[config.mk]
export PLATFORM = sky130hd
export DESIGN_NAME = sorted_counted_key_table_core_flat
export DESIGN_NICKNAME = d
export VERILOG_FILES = /design/src/rtl/sckt_pkg.sv /design/src/rtl/sckt_req_if.sv /design/src/rtl/sckt_rsp_if.sv /design/src/rtl/sorted_counted_key_table_core.sv /design/src/flat_wrapper.sv
export SDC_FILE = /design/constraint.sdc
export NUM_CORES = 2
export LEC_CHECK = 0
export ABC_AREA = 1
export BUFFER_PORTS_ARGS = -buffer_cell sky130_fd_sc_hd__buf_2
export CAP_MARGIN = 15
export CORE_UTILIZATION = 30
export CTS_BUF_LIST = sky130_fd_sc_hd__clkbuf_16
export DETAILED_ROUTE_END_ITERATION = 7
export GPL_TIMING_DRIVEN = 0
export SYNTH_ARGS = -nofsm -noshare
export SYNTH_HDL_FRONTEND = slang
export SYNTH_SLANG_ARGS = --single-unit
export TNS_END_PERCENT = 30
[constraint.sdc]
create_clock -name clk -period 12.7 [get_ports clk]
set_clock_uncertainty 0.1 [all_clocks]
set_input_delay 1.905 -clock clk [delete_from_list [all_inputs] [get_ports clk]]
set_output_delay 1.905 -clock clk [all_outputs]
set_load 0.02 [all_outputs]
[src/rtl/sckt_pkg.sv]
// Shared types and codes for the sorted counted key table.
package sckt_pkg;

    localparam int CMD_W  = 2;
    localparam int KEY_W  = 16;
    localparam int CNT_W  = 16;
    localparam int RANK_W = 6;
    localparam int STAT_W = 2;
    localparam int OCC_W  = 7;

    localparam logic [CMD_W-1:0] CMD_ADD  = 2'd0;
    localparam logic [CMD_W-1:0] CMD_SUB  = 2'd1;
    localparam logic [CMD_W-1:0] CMD_READ = 2'd2;

    localparam logic [STAT_W-1:0] STAT_OK     = 2'd0;
    localparam logic [STAT_W-1:0] STAT_FULL   = 2'd1;
    localparam logic [STAT_W-1:0] STAT_ABSENT = 2'd2;
    localparam logic [STAT_W-1:0] STAT_SAT    = 2'd3;

    typedef enum logic [2:0] {
        S_IDLE,
        S_RDWAIT,
        S_SCAN,
        S_DECIDE,
        S_SHUP,
        S_INS,
        S_SHDN,
        S_RESP
    } state_t;

endpackage

[src/rtl/sckt_req_if.sv]
// Request channel: command, key and rank.
interface sckt_req_if;
    logic                       valid;
    logic                       ready;
    logic [sckt_pkg::CMD_W-1:0]  cmd;
    logic [sckt_pkg::KEY_W-1:0]  item_key;
    logic [sckt_pkg::RANK_W-1:0] rank;

    modport source (output valid, output cmd, output item_key, output rank, input ready);
    modport sink   (input valid, input cmd, input item_key, input rank, output ready);
endinterface

[src/rtl/sckt_rsp_if.sv]
// Response channel: status, key, count and occupancy.
interface sckt_rsp_if;
    logic                       valid;
    logic                       ready;
    logic [sckt_pkg::STAT_W-1:0] status;
    logic [sckt_pkg::KEY_W-1:0]  key_out;
    logic [sckt_pkg::CNT_W-1:0]  count_out;
    logic [sckt_pkg::OCC_W-1:0]  occupancy;

    modport source (output valid, output status, output key_out, output count_out,
                    output occupancy, input ready);
    modport sink   (input valid, input status, input key_out, input count_out,
                    input occupancy, output ready);
endinterface

[src/rtl/sorted_counted_key_table_core.sv]
// Sorted (key, count) table held in a single-port-read, single-port-write memory.
// Entries sit packed in ascending key order in one memory of TABLE_DEPTH words, one
// entry read and one written per cycle. A request is taken only when the sequencer is
// idle; one response follows each request. A read by rank passes through S_RDWAIT
// and S_RESP to the response register. An add or subtract walks the table from rank
// 0 at one entry per cycle until the key or a larger key is found, then an insert
// shifts the larger entries up and a removal shifts them down, again one entry per
// cycle; a plain count change writes the entry in place. The longest request is an
// insert at rank 0 of a nearly full table, set by the single memory read port, plus
// any wait for the response to be taken. The response register frees the table as
// soon as the result is loaded.
module sorted_counted_key_table_core #(
    parameter int TABLE_DEPTH = 64,
    parameter int KEY_BITS    = 16,
    parameter int COUNT_BITS  = 16
) (
    input  logic        clk,
    input  logic        rst_n,
    sckt_req_if.sink    req,
    sckt_rsp_if.source  rsp
);
    import sckt_pkg::*;

    localparam int ADDR_W  = (TABLE_DEPTH > 1) ? $clog2(TABLE_DEPTH) : 1;
    localparam int IDX_W   = $clog2(TABLE_DEPTH + 1);
    localparam int ENTRY_W = KEY_BITS + COUNT_BITS;
    localparam logic [COUNT_BITS-1:0] CNT_MAX = '1;
    localparam logic [IDX_W-1:0]      FULL_N  = IDX_W'(TABLE_DEPTH);

    logic [ENTRY_W-1:0] mem [TABLE_DEPTH];
    logic [ENTRY_W-1:0] rd_data_reg;
    logic [ADDR_W-1:0]  rd_addr;
    logic               wr_en;
    logic [ADDR_W-1:0]  wr_addr;
    logic [ENTRY_W-1:0] wr_data;

    state_t              state_reg, state_next;
    logic [CMD_W-1:0]    cmd_reg, cmd_next;
    logic [KEY_BITS-1:0] key_reg, key_next;
    logic [IDX_W-1:0]    used_reg, used_next;
    logic [IDX_W-1:0]    idx_reg, idx_next;
    logic [IDX_W-1:0]    pos_reg, pos_next;
    logic [ADDR_W-1:0]   dst_reg, dst_next;
    logic                pend_reg, pend_next;
    logic                hit_reg, hit_next;
    logic [COUNT_BITS-1:0] cnt_reg, cnt_next;

    logic [STAT_W-1:0]     st_reg, st_next;
    logic [KEY_BITS-1:0]   rkey_reg, rkey_next;
    logic [COUNT_BITS-1:0] rcnt_reg, rcnt_next;

    logic              out_vld_reg, out_vld_next;
    logic [STAT_W-1:0] out_st_reg, out_st_next;
    logic [KEY_W-1:0]  out_key_reg, out_key_next;
    logic [CNT_W-1:0]  out_cnt_reg, out_cnt_next;
    logic [OCC_W-1:0]  out_occ_reg, out_occ_next;

    logic [KEY_BITS-1:0]   rd_key;
    logic [COUNT_BITS-1:0] rd_cnt;
    logic [IDX_W-1:0]      idx_m1;
    logic                  out_free;

    assign rd_key   = rd_data_reg[ENTRY_W-1:COUNT_BITS];
    assign rd_cnt   = rd_data_reg[COUNT_BITS-1:0];
    assign idx_m1   = idx_reg - 1'b1;
    assign out_free = !out_vld_reg || rsp.ready;

    assign req.ready     = (state_reg == S_IDLE);
    assign rsp.valid     = out_vld_reg;
    assign rsp.status    = out_st_reg;
    assign rsp.key_out   = out_key_reg;
    assign rsp.count_out = out_cnt_reg;
    assign rsp.occupancy = out_occ_reg;

    always_ff @(posedge clk)
    begin
        if (wr_en)
        begin
            mem[wr_addr] <= wr_data;
        end
        rd_data_reg <= mem[rd_addr];
    end

    always_ff @(posedge clk or negedge rst_n)
    begin
        if (!rst_n)
        begin
            state_reg   <= S_IDLE;
            used_reg    <= '0;
            pend_reg    <= 1'b0;
            out_vld_reg <= 1'b0;
        end
        else
        begin
            state_reg   <= state_next;
            used_reg    <= used_next;
            pend_reg    <= pend_next;
            out_vld_reg <= out_vld_next;
        end
    end

    always_ff @(posedge clk)
    begin
        cmd_reg     <= cmd_next;
        key_reg     <= key_next;
        idx_reg     <= idx_next;
        pos_reg     <= pos_next;
        dst_reg     <= dst_next;
        hit_reg     <= hit_next;
        cnt_reg     <= cnt_next;
        st_reg      <= st_next;
        rkey_reg    <= rkey_next;
        rcnt_reg    <= rcnt_next;
        out_st_reg  <= out_st_next;
        out_key_reg <= out_key_next;
        out_cnt_reg <= out_cnt_next;
        out_occ_reg <= out_occ_next;
    end

    always_comb
    begin
        state_next   = state_reg;
        cmd_next     = cmd_reg;
        key_next     = key_reg;
        used_next    = used_reg;
        idx_next     = idx_reg;
        pos_next     = pos_reg;
        dst_next     = dst_reg;
        pend_next    = pend_reg;
        hit_next     = hit_reg;
        cnt_next     = cnt_reg;
        st_next      = st_reg;
        rkey_next    = rkey_reg;
        rcnt_next    = rcnt_reg;
        out_vld_next = out_vld_reg && !rsp.ready;
        out_st_next  = out_st_reg;
        out_key_next = out_key_reg;
        out_cnt_next = out_cnt_reg;
        out_occ_next = out_occ_reg;
        rd_addr      = idx_reg[ADDR_W-1:0];
        wr_en        = 1'b0;
        wr_addr      = pos_reg[ADDR_W-1:0];
        wr_data      = rd_data_reg;

        case (state_reg)
            S_IDLE:
            begin
                if (req.valid)
                begin
                    cmd_next  = req.cmd;
                    key_next  = KEY_BITS'(req.item_key);
                    idx_next  = '0;
                    pend_next = 1'b0;
                    if (req.cmd == CMD_ADD || req.cmd == CMD_SUB)
                    begin
                        state_next = S_SCAN;
                    end
                    else if (req.cmd == CMD_READ && 32'(req.rank) < 32'(used_reg))
                    begin
                        rd_addr    = ADDR_W'(req.rank);
                        state_next = S_RDWAIT;
                    end
                    else
                    begin
                        st_next    = STAT_ABSENT;
                        rkey_next  = '0;
                        rcnt_next  = '0;
                        state_next = S_RESP;
                    end
                end
            end

            S_RDWAIT:
            begin
                st_next    = STAT_OK;
                rkey_next  = rd_key;
                rcnt_next  = rd_cnt;
                state_next = S_RESP;
            end

            // one read issued per cycle, compared the cycle after
            S_SCAN:
            begin
                if (pend_reg && rd_key >= key_reg)
                begin
                    pos_next   = idx_m1;
                    hit_next   = (rd_key == key_reg);
                    cnt_next   = rd_cnt;
                    pend_next  = 1'b0;
                    state_next = S_DECIDE;
                end
                else if (idx_reg == used_reg)
                begin
                    pos_next   = used_reg;
                    hit_next   = 1'b0;
                    pend_next  = 1'b0;
                    state_next = S_DECIDE;
                end
                else
                begin
                    rd_addr   = idx_reg[ADDR_W-1:0];
                    idx_next  = idx_reg + 1'b1;
                    pend_next = 1'b1;
                end
            end

            S_DECIDE:
            begin
                rkey_next  = key_reg;
                state_next = S_RESP;
                if (cmd_reg == CMD_ADD)
                begin
                    if (hit_reg)
                    begin
                        if (cnt_reg == CNT_MAX)
                        begin
                            st_next   = STAT_SAT;
                            rcnt_next = cnt_reg;
                        end
                        else
                        begin
                            wr_en     = 1'b1;
                            wr_data   = {key_reg, COUNT_BITS'(cnt_reg + 1'b1)};
                            st_next   = STAT_OK;
                            rcnt_next = COUNT_BITS'(cnt_reg + 1'b1);
                        end
                    end
                    else if (used_reg == FULL_N)
                    begin
                        st_next   = STAT_FULL;
                        rcnt_next = '0;
                    end
                    else
                    begin
                        idx_next   = used_reg;
                        state_next = S_SHUP;
                    end
                end
                else
                begin
                    if (!hit_reg)
                    begin
                        st_next   = STAT_ABSENT;
                        rcnt_next = '0;
                    end
                    else if (cnt_reg == COUNT_BITS'(1))
                    begin
                        idx_next   = pos_reg + 1'b1;
                        state_next = S_SHDN;
                    end
                    else
                    begin
                        wr_en     = 1'b1;
                        wr_data   = {key_reg, COUNT_BITS'(cnt_reg - 1'b1)};
                        st_next   = STAT_OK;
                        rcnt_next = COUNT_BITS'(cnt_reg - 1'b1);
                    end
                end
            end

            // move larger entries up by one, top first
            S_SHUP:
            begin
                if (pend_reg)
                begin
                    wr_en   = 1'b1;
                    wr_addr = dst_reg;
                end
                if (idx_reg > pos_reg)
                begin
                    rd_addr   = idx_m1[ADDR_W-1:0];
                    dst_next  = idx_reg[ADDR_W-1:0];
                    idx_next  = idx_m1;
                    pend_next = 1'b1;
                end
                else
                begin
                    pend_next  = 1'b0;
                    state_next = S_INS;
                end
            end

            S_INS:
            begin
                wr_en      = 1'b1;
                wr_data    = {key_reg, COUNT_BITS'(1)};
                used_next  = used_reg + 1'b1;
                st_next    = STAT_OK;
                rcnt_next  = COUNT_BITS'(1);
                state_next = S_RESP;
            end

            // close the gap left by a removed entry, bottom first
            S_SHDN:
            begin
                if (pend_reg)
                begin
                    wr_en   = 1'b1;
                    wr_addr = dst_reg;
                end
                if (idx_reg < used_reg)
                begin
                    rd_addr   = idx_reg[ADDR_W-1:0];
                    dst_next  = idx_m1[ADDR_W-1:0];
                    idx_next  = idx_reg + 1'b1;
                    pend_next = 1'b1;
                end
                else
                begin
                    pend_next  = 1'b0;
                    used_next  = used_reg - 1'b1;
                    st_next    = STAT_OK;
                    rcnt_next  = '0;
                    state_next = S_RESP;
                end
            end

            S_RESP:
            begin
                if (out_free)
                begin
                    out_vld_next = 1'b1;
                    out_st_next  = st_reg;
                    out_key_next = KEY_W'(rkey_reg);
                    out_cnt_next = CNT_W'(rcnt_reg);
                    out_occ_next = OCC_W'(used_reg);
                    state_next   = S_IDLE;
                end
            end

            default:
            begin
                state_next = S_IDLE;
            end
        endcase
    end

endmodule

[src/flat_wrapper.sv]
// flat-port wrapper written by rule: the top's interface ports become plain ports
module sorted_counted_key_table_core_flat import sckt_pkg::*;
#(
    parameter int TABLE_DEPTH = 64,
    parameter int KEY_BITS    = 16,
    parameter int COUNT_BITS  = 16
)
  (clk, rst_n, req_valid, req_cmd, req_item_key, req_rank, req_ready, rsp_valid, rsp_status, rsp_key_out, rsp_count_out, rsp_occupancy, rsp_ready);
  sckt_req_if req_i ();
  sckt_rsp_if rsp_i ();
  input  logic clk;
  input  logic rst_n;
  input wire logic [$bits(req_i.valid)-1:0] req_valid;
  input wire logic [$bits(req_i.cmd)-1:0] req_cmd;
  input wire logic [$bits(req_i.item_key)-1:0] req_item_key;
  input wire logic [$bits(req_i.rank)-1:0] req_rank;
  output wire logic [$bits(req_i.ready)-1:0] req_ready;
  output wire logic [$bits(rsp_i.valid)-1:0] rsp_valid;
  output wire logic [$bits(rsp_i.status)-1:0] rsp_status;
  output wire logic [$bits(rsp_i.key_out)-1:0] rsp_key_out;
  output wire logic [$bits(rsp_i.count_out)-1:0] rsp_count_out;
  output wire logic [$bits(rsp_i.occupancy)-1:0] rsp_occupancy;
  input wire logic [$bits(rsp_i.ready)-1:0] rsp_ready;
  assign req_i.valid = req_valid;
  assign req_i.cmd = req_cmd;
  assign req_i.item_key = req_item_key;
  assign req_i.rank = req_rank;
  assign req_ready = req_i.ready;
  assign rsp_valid = rsp_i.valid;
  assign rsp_status = rsp_i.status;
  assign rsp_key_out = rsp_i.key_out;
  assign rsp_count_out = rsp_i.count_out;
  assign rsp_occupancy = rsp_i.occupancy;
  assign rsp_i.ready = rsp_ready;
  sorted_counted_key_table_core #(.TABLE_DEPTH(TABLE_DEPTH), .KEY_BITS(KEY_BITS), .COUNT_BITS(COUNT_BITS)) u_core (.clk(clk), .rst_n(rst_n), .req(req_i), .rsp(rsp_i));
endmodule
==> reports/metrics.json <==
{
  "startpoint_of_the_tightest_hold_check_path": "u_core.rkey_reg[9]",
  "fin_nets": 9462,
  "tightest_slew_ps": 1300,
  "path_clk_slew_ps": 60,
  "timing.final.setup_violations": 0,
  "antenna_found_initial": 22,
  "remaining_number_of_nets_flagged_by_the_antenna_check_after_routing": 0,
  "multi_input_gate_area_um2": 26000,
  "synth_seq_area_share": 0.670,
  "timing.final.crit_period_ps": 5880,
  "floorplan.rows": 210,
  "fin_cells": 13932,
  "place_congestion": 0.973,
  "max_clock_freq_mhz": 170,
  "worst_setup_path_end_kind": "flop",
  "start_util": 0.302,
  "post_synth.cell_area_avg_um2": 11.1,
  "number_of_nets_produced_by_synthesis": 8986,
  "final_common_cell": "nand3_1",
  "yosysUniqueCellTypes": 58,
  "cts_tree": "built",
  "largest_net_degree_at_the_start_of_global_routing": 38,
  "final_max_slew_viol_count": 0,
  "cts_setup_buffers": 0,
  "chipHeight_um": 576,
  "grt_pass1_vias": 66849,
  "placed_cells_incl_taps": 13502,
  "critPathLaunchType": "primary input",
  "die_area_um2": 332000,
  "max-slew-margin-rel": 0.134,
  "gr-total-overflow": 0,
  "synth.ff_latch_count": 2222,
  "largest_reg_flops": 2048,
  "tritoncts_num_sinks": 2222,
  "sequential_cell_area_um2": 66300,
  "dpl.hpwl_um": 261000,
  "syn_inst": 8911,
  "wl_per_cell_um": 25.7,
  "syn2layout_area_growth_pct": 17.2,
  "final_layout_size_suffix_gt1_frac": 0.107,
  "finalHoldViolations": 0,
  "worstPathMaxFanout": 10,
  "place.port_buffers": 70,
  "wire_length_of_the_first_global_routing_pass_um": 496000,
  "global_route.usage.total": 0.210,
  "violations": "design-rule violations",
  "area_of_the_core_um2": 328000,
  "chipWidth_um": 576,
  "clock_insertion_delay_worst_skew_ps": 890,
  "drt_drc_violations_left": 4,
  "regToRegStartpoint": "u_core.idx_reg[0]",
  "post_drt_via_cell_ratio": 5.14,
  "final_cell_mix": "nand3_1 (2233), edfxtp_1 (2178), nand2_1 (1382), inv_1 (1319), nand3b_1 (757)",
  "worst_case_clock_buffer_depth": 3,
  "yosys_most_used_dff": "edfxtp_1",
  "unrepaired_setup_endpoints_after_global_routing": "no",
  "tritoncts_buffer_count": 229,
  "cts.htree.levels": 4,
  "total_length_of_routed_wires_um": 358000,
  "clock_tree.root_cell": "clkbuf_16",
  "ys_warn_count": 0,
  "io_pins": 71,
  "async_flop_share": 0.00540,
  "syn_area_um2": 99000,
  "first_iter_violations": 10456,
  "post_cts_resize_count": 0,
  "via_count": 71642,
  "required_time_reported_for_the_critical_path_endpoint_ps": 13270,
  "post-route-period-util": 0.463,
  "cp.arrival_ps": 6440,
  "critical_path_class": "in -> reg",
  "num-fill-cells": 32176,
  "postCtsHoldBufs": 0,
  "synth-edff-count": 2178,
  "maxCapViolations": 0,
  "cp-startpoint": "req_rank[5]",
  "min_path_type": "reg -> reg",
  "outcome": "complete, but fails checks",
  "drtPass1Iterations": 8
}
metal layers:
layer,vias up,routed length (um),GRT usage
met5,-,158,0.000430
met4,11,20500,0.110
met3,774,42900,0.0574
met2,4125,157000,0.321
met1,34942,137000,0.271
li1,31790,-,-
path summary, 6_finish.rpt:
| check | slack (ps) | cells after the start | endpoint |
|---|---|---|---|
| max | 6820 | 19 | u_core.rd_data_reg[7] |
| min | 320 | 0 | u_core.rsp.key_out[9] |
| max reg2reg | 7100 | 20 | u_core.rd_data_reg[8] |
| min reg2reg | 320 | 0 | u_core.rsp.key_out[9] |
| max in group asynchronous | 11380 | 1 | u_core.used_reg[6] |
| min in group asynchronous | 830 | 1 | u_core.state_reg[1] |
synthesized netlist by cell type, types with 5 or more instances:
cell type     n  area share
nor2_2        5     0.00032
o22ai_1      16      0.0010
a21oi_1      26      0.0013
nand2_1    1382       0.052
buf_2       296       0.015
o2111ai_1     7     0.00062
ha_1         46      0.0058
o221ai_1     14      0.0012
inv_2        12     0.00045
nand4_4       8      0.0017
clkbuf_1    227      0.0086
nor3_1       10     0.00051
dfxtp_1      32      0.0065
buf_1        25     0.00095
o21ai_1      13     0.00066
nor2_1      141      0.0053
o211ai_1     14      0.0011
nand4_1      13     0.00082
nand2_2       5     0.00032
nand3b_1    757       0.057
xnor2_1       5     0.00044
inv_1      1265       0.048
o21ai_0      54      0.0027
buf_4        27      0.0020
nand3_1    2233        0.11
dfrtp_1      12      0.0030
nor4_1        5     0.00032
edfxtp_1   2178        0.66
xor2_1       29      0.0026
stage by stage:
stage | setup slack (ps) | setup TNS (ps) | hold WS (ps) | area, um^2 | utilization
floorplan | 5990 | 0 | 300 | 99000 | -
global placement | -3440 | -219400 | 303 | 105000 | 0.320
detailed placement | 6150 | 0 | 305 | 109000 | 0.331
CTS | 7110 | 0 | 321 | 116000 | 0.354
global route | 6810 | 0 | 325 | 116000 | 0.354
finish | 6820 | 0 | 320 | 116000 | 0.354
cells by family (layout without fill, tap and decap cells):
family	after synthesis	after routing	share of synthesized area
and+or+nand+nor	4575	4575	0.234
DFF	2222	2222	0.670
buffers and inverters	1859	2525	0.0758
AOI/OAI and AO/OA	174	174	0.0113
adders and majority gates	47	47	0.00602
xor gates and xnor gates	34	34	0.00301
other	0	9	0
critical path, cell delays in order:
cell      delay (ps)
buf_2            130
ha_1             280
inv_1             40
nor3_1           230
nand2_1          200
nand3_2          140
nand2_1           50
nand3_1          110
nand3_4          280
nand2_4          210
buf_2            590
clkbuf_1         860
nand2_1          120
nand3_1          110
nand3_1           70
nand3_1          210
nand3_1          160
nand3_1          340
nand2_1          340
final cells by class:
class,instances,area share
Antenna cell,9,0.000194
Buffer,579,0.0230
Clock buffer,232,0.0500
Clock inverter,189,0.0134
Inverter,1280,0.0417
Multi-Input combinational cell,4830,0.224
Sequential cell,2222,0.572
Tap cell,4346,0.0469
Timing Repair Buffer,245,0.0287
Power is not shown: default switching activity piles up to over one toggle a cycle in this logic, so the estimate is an artifact.
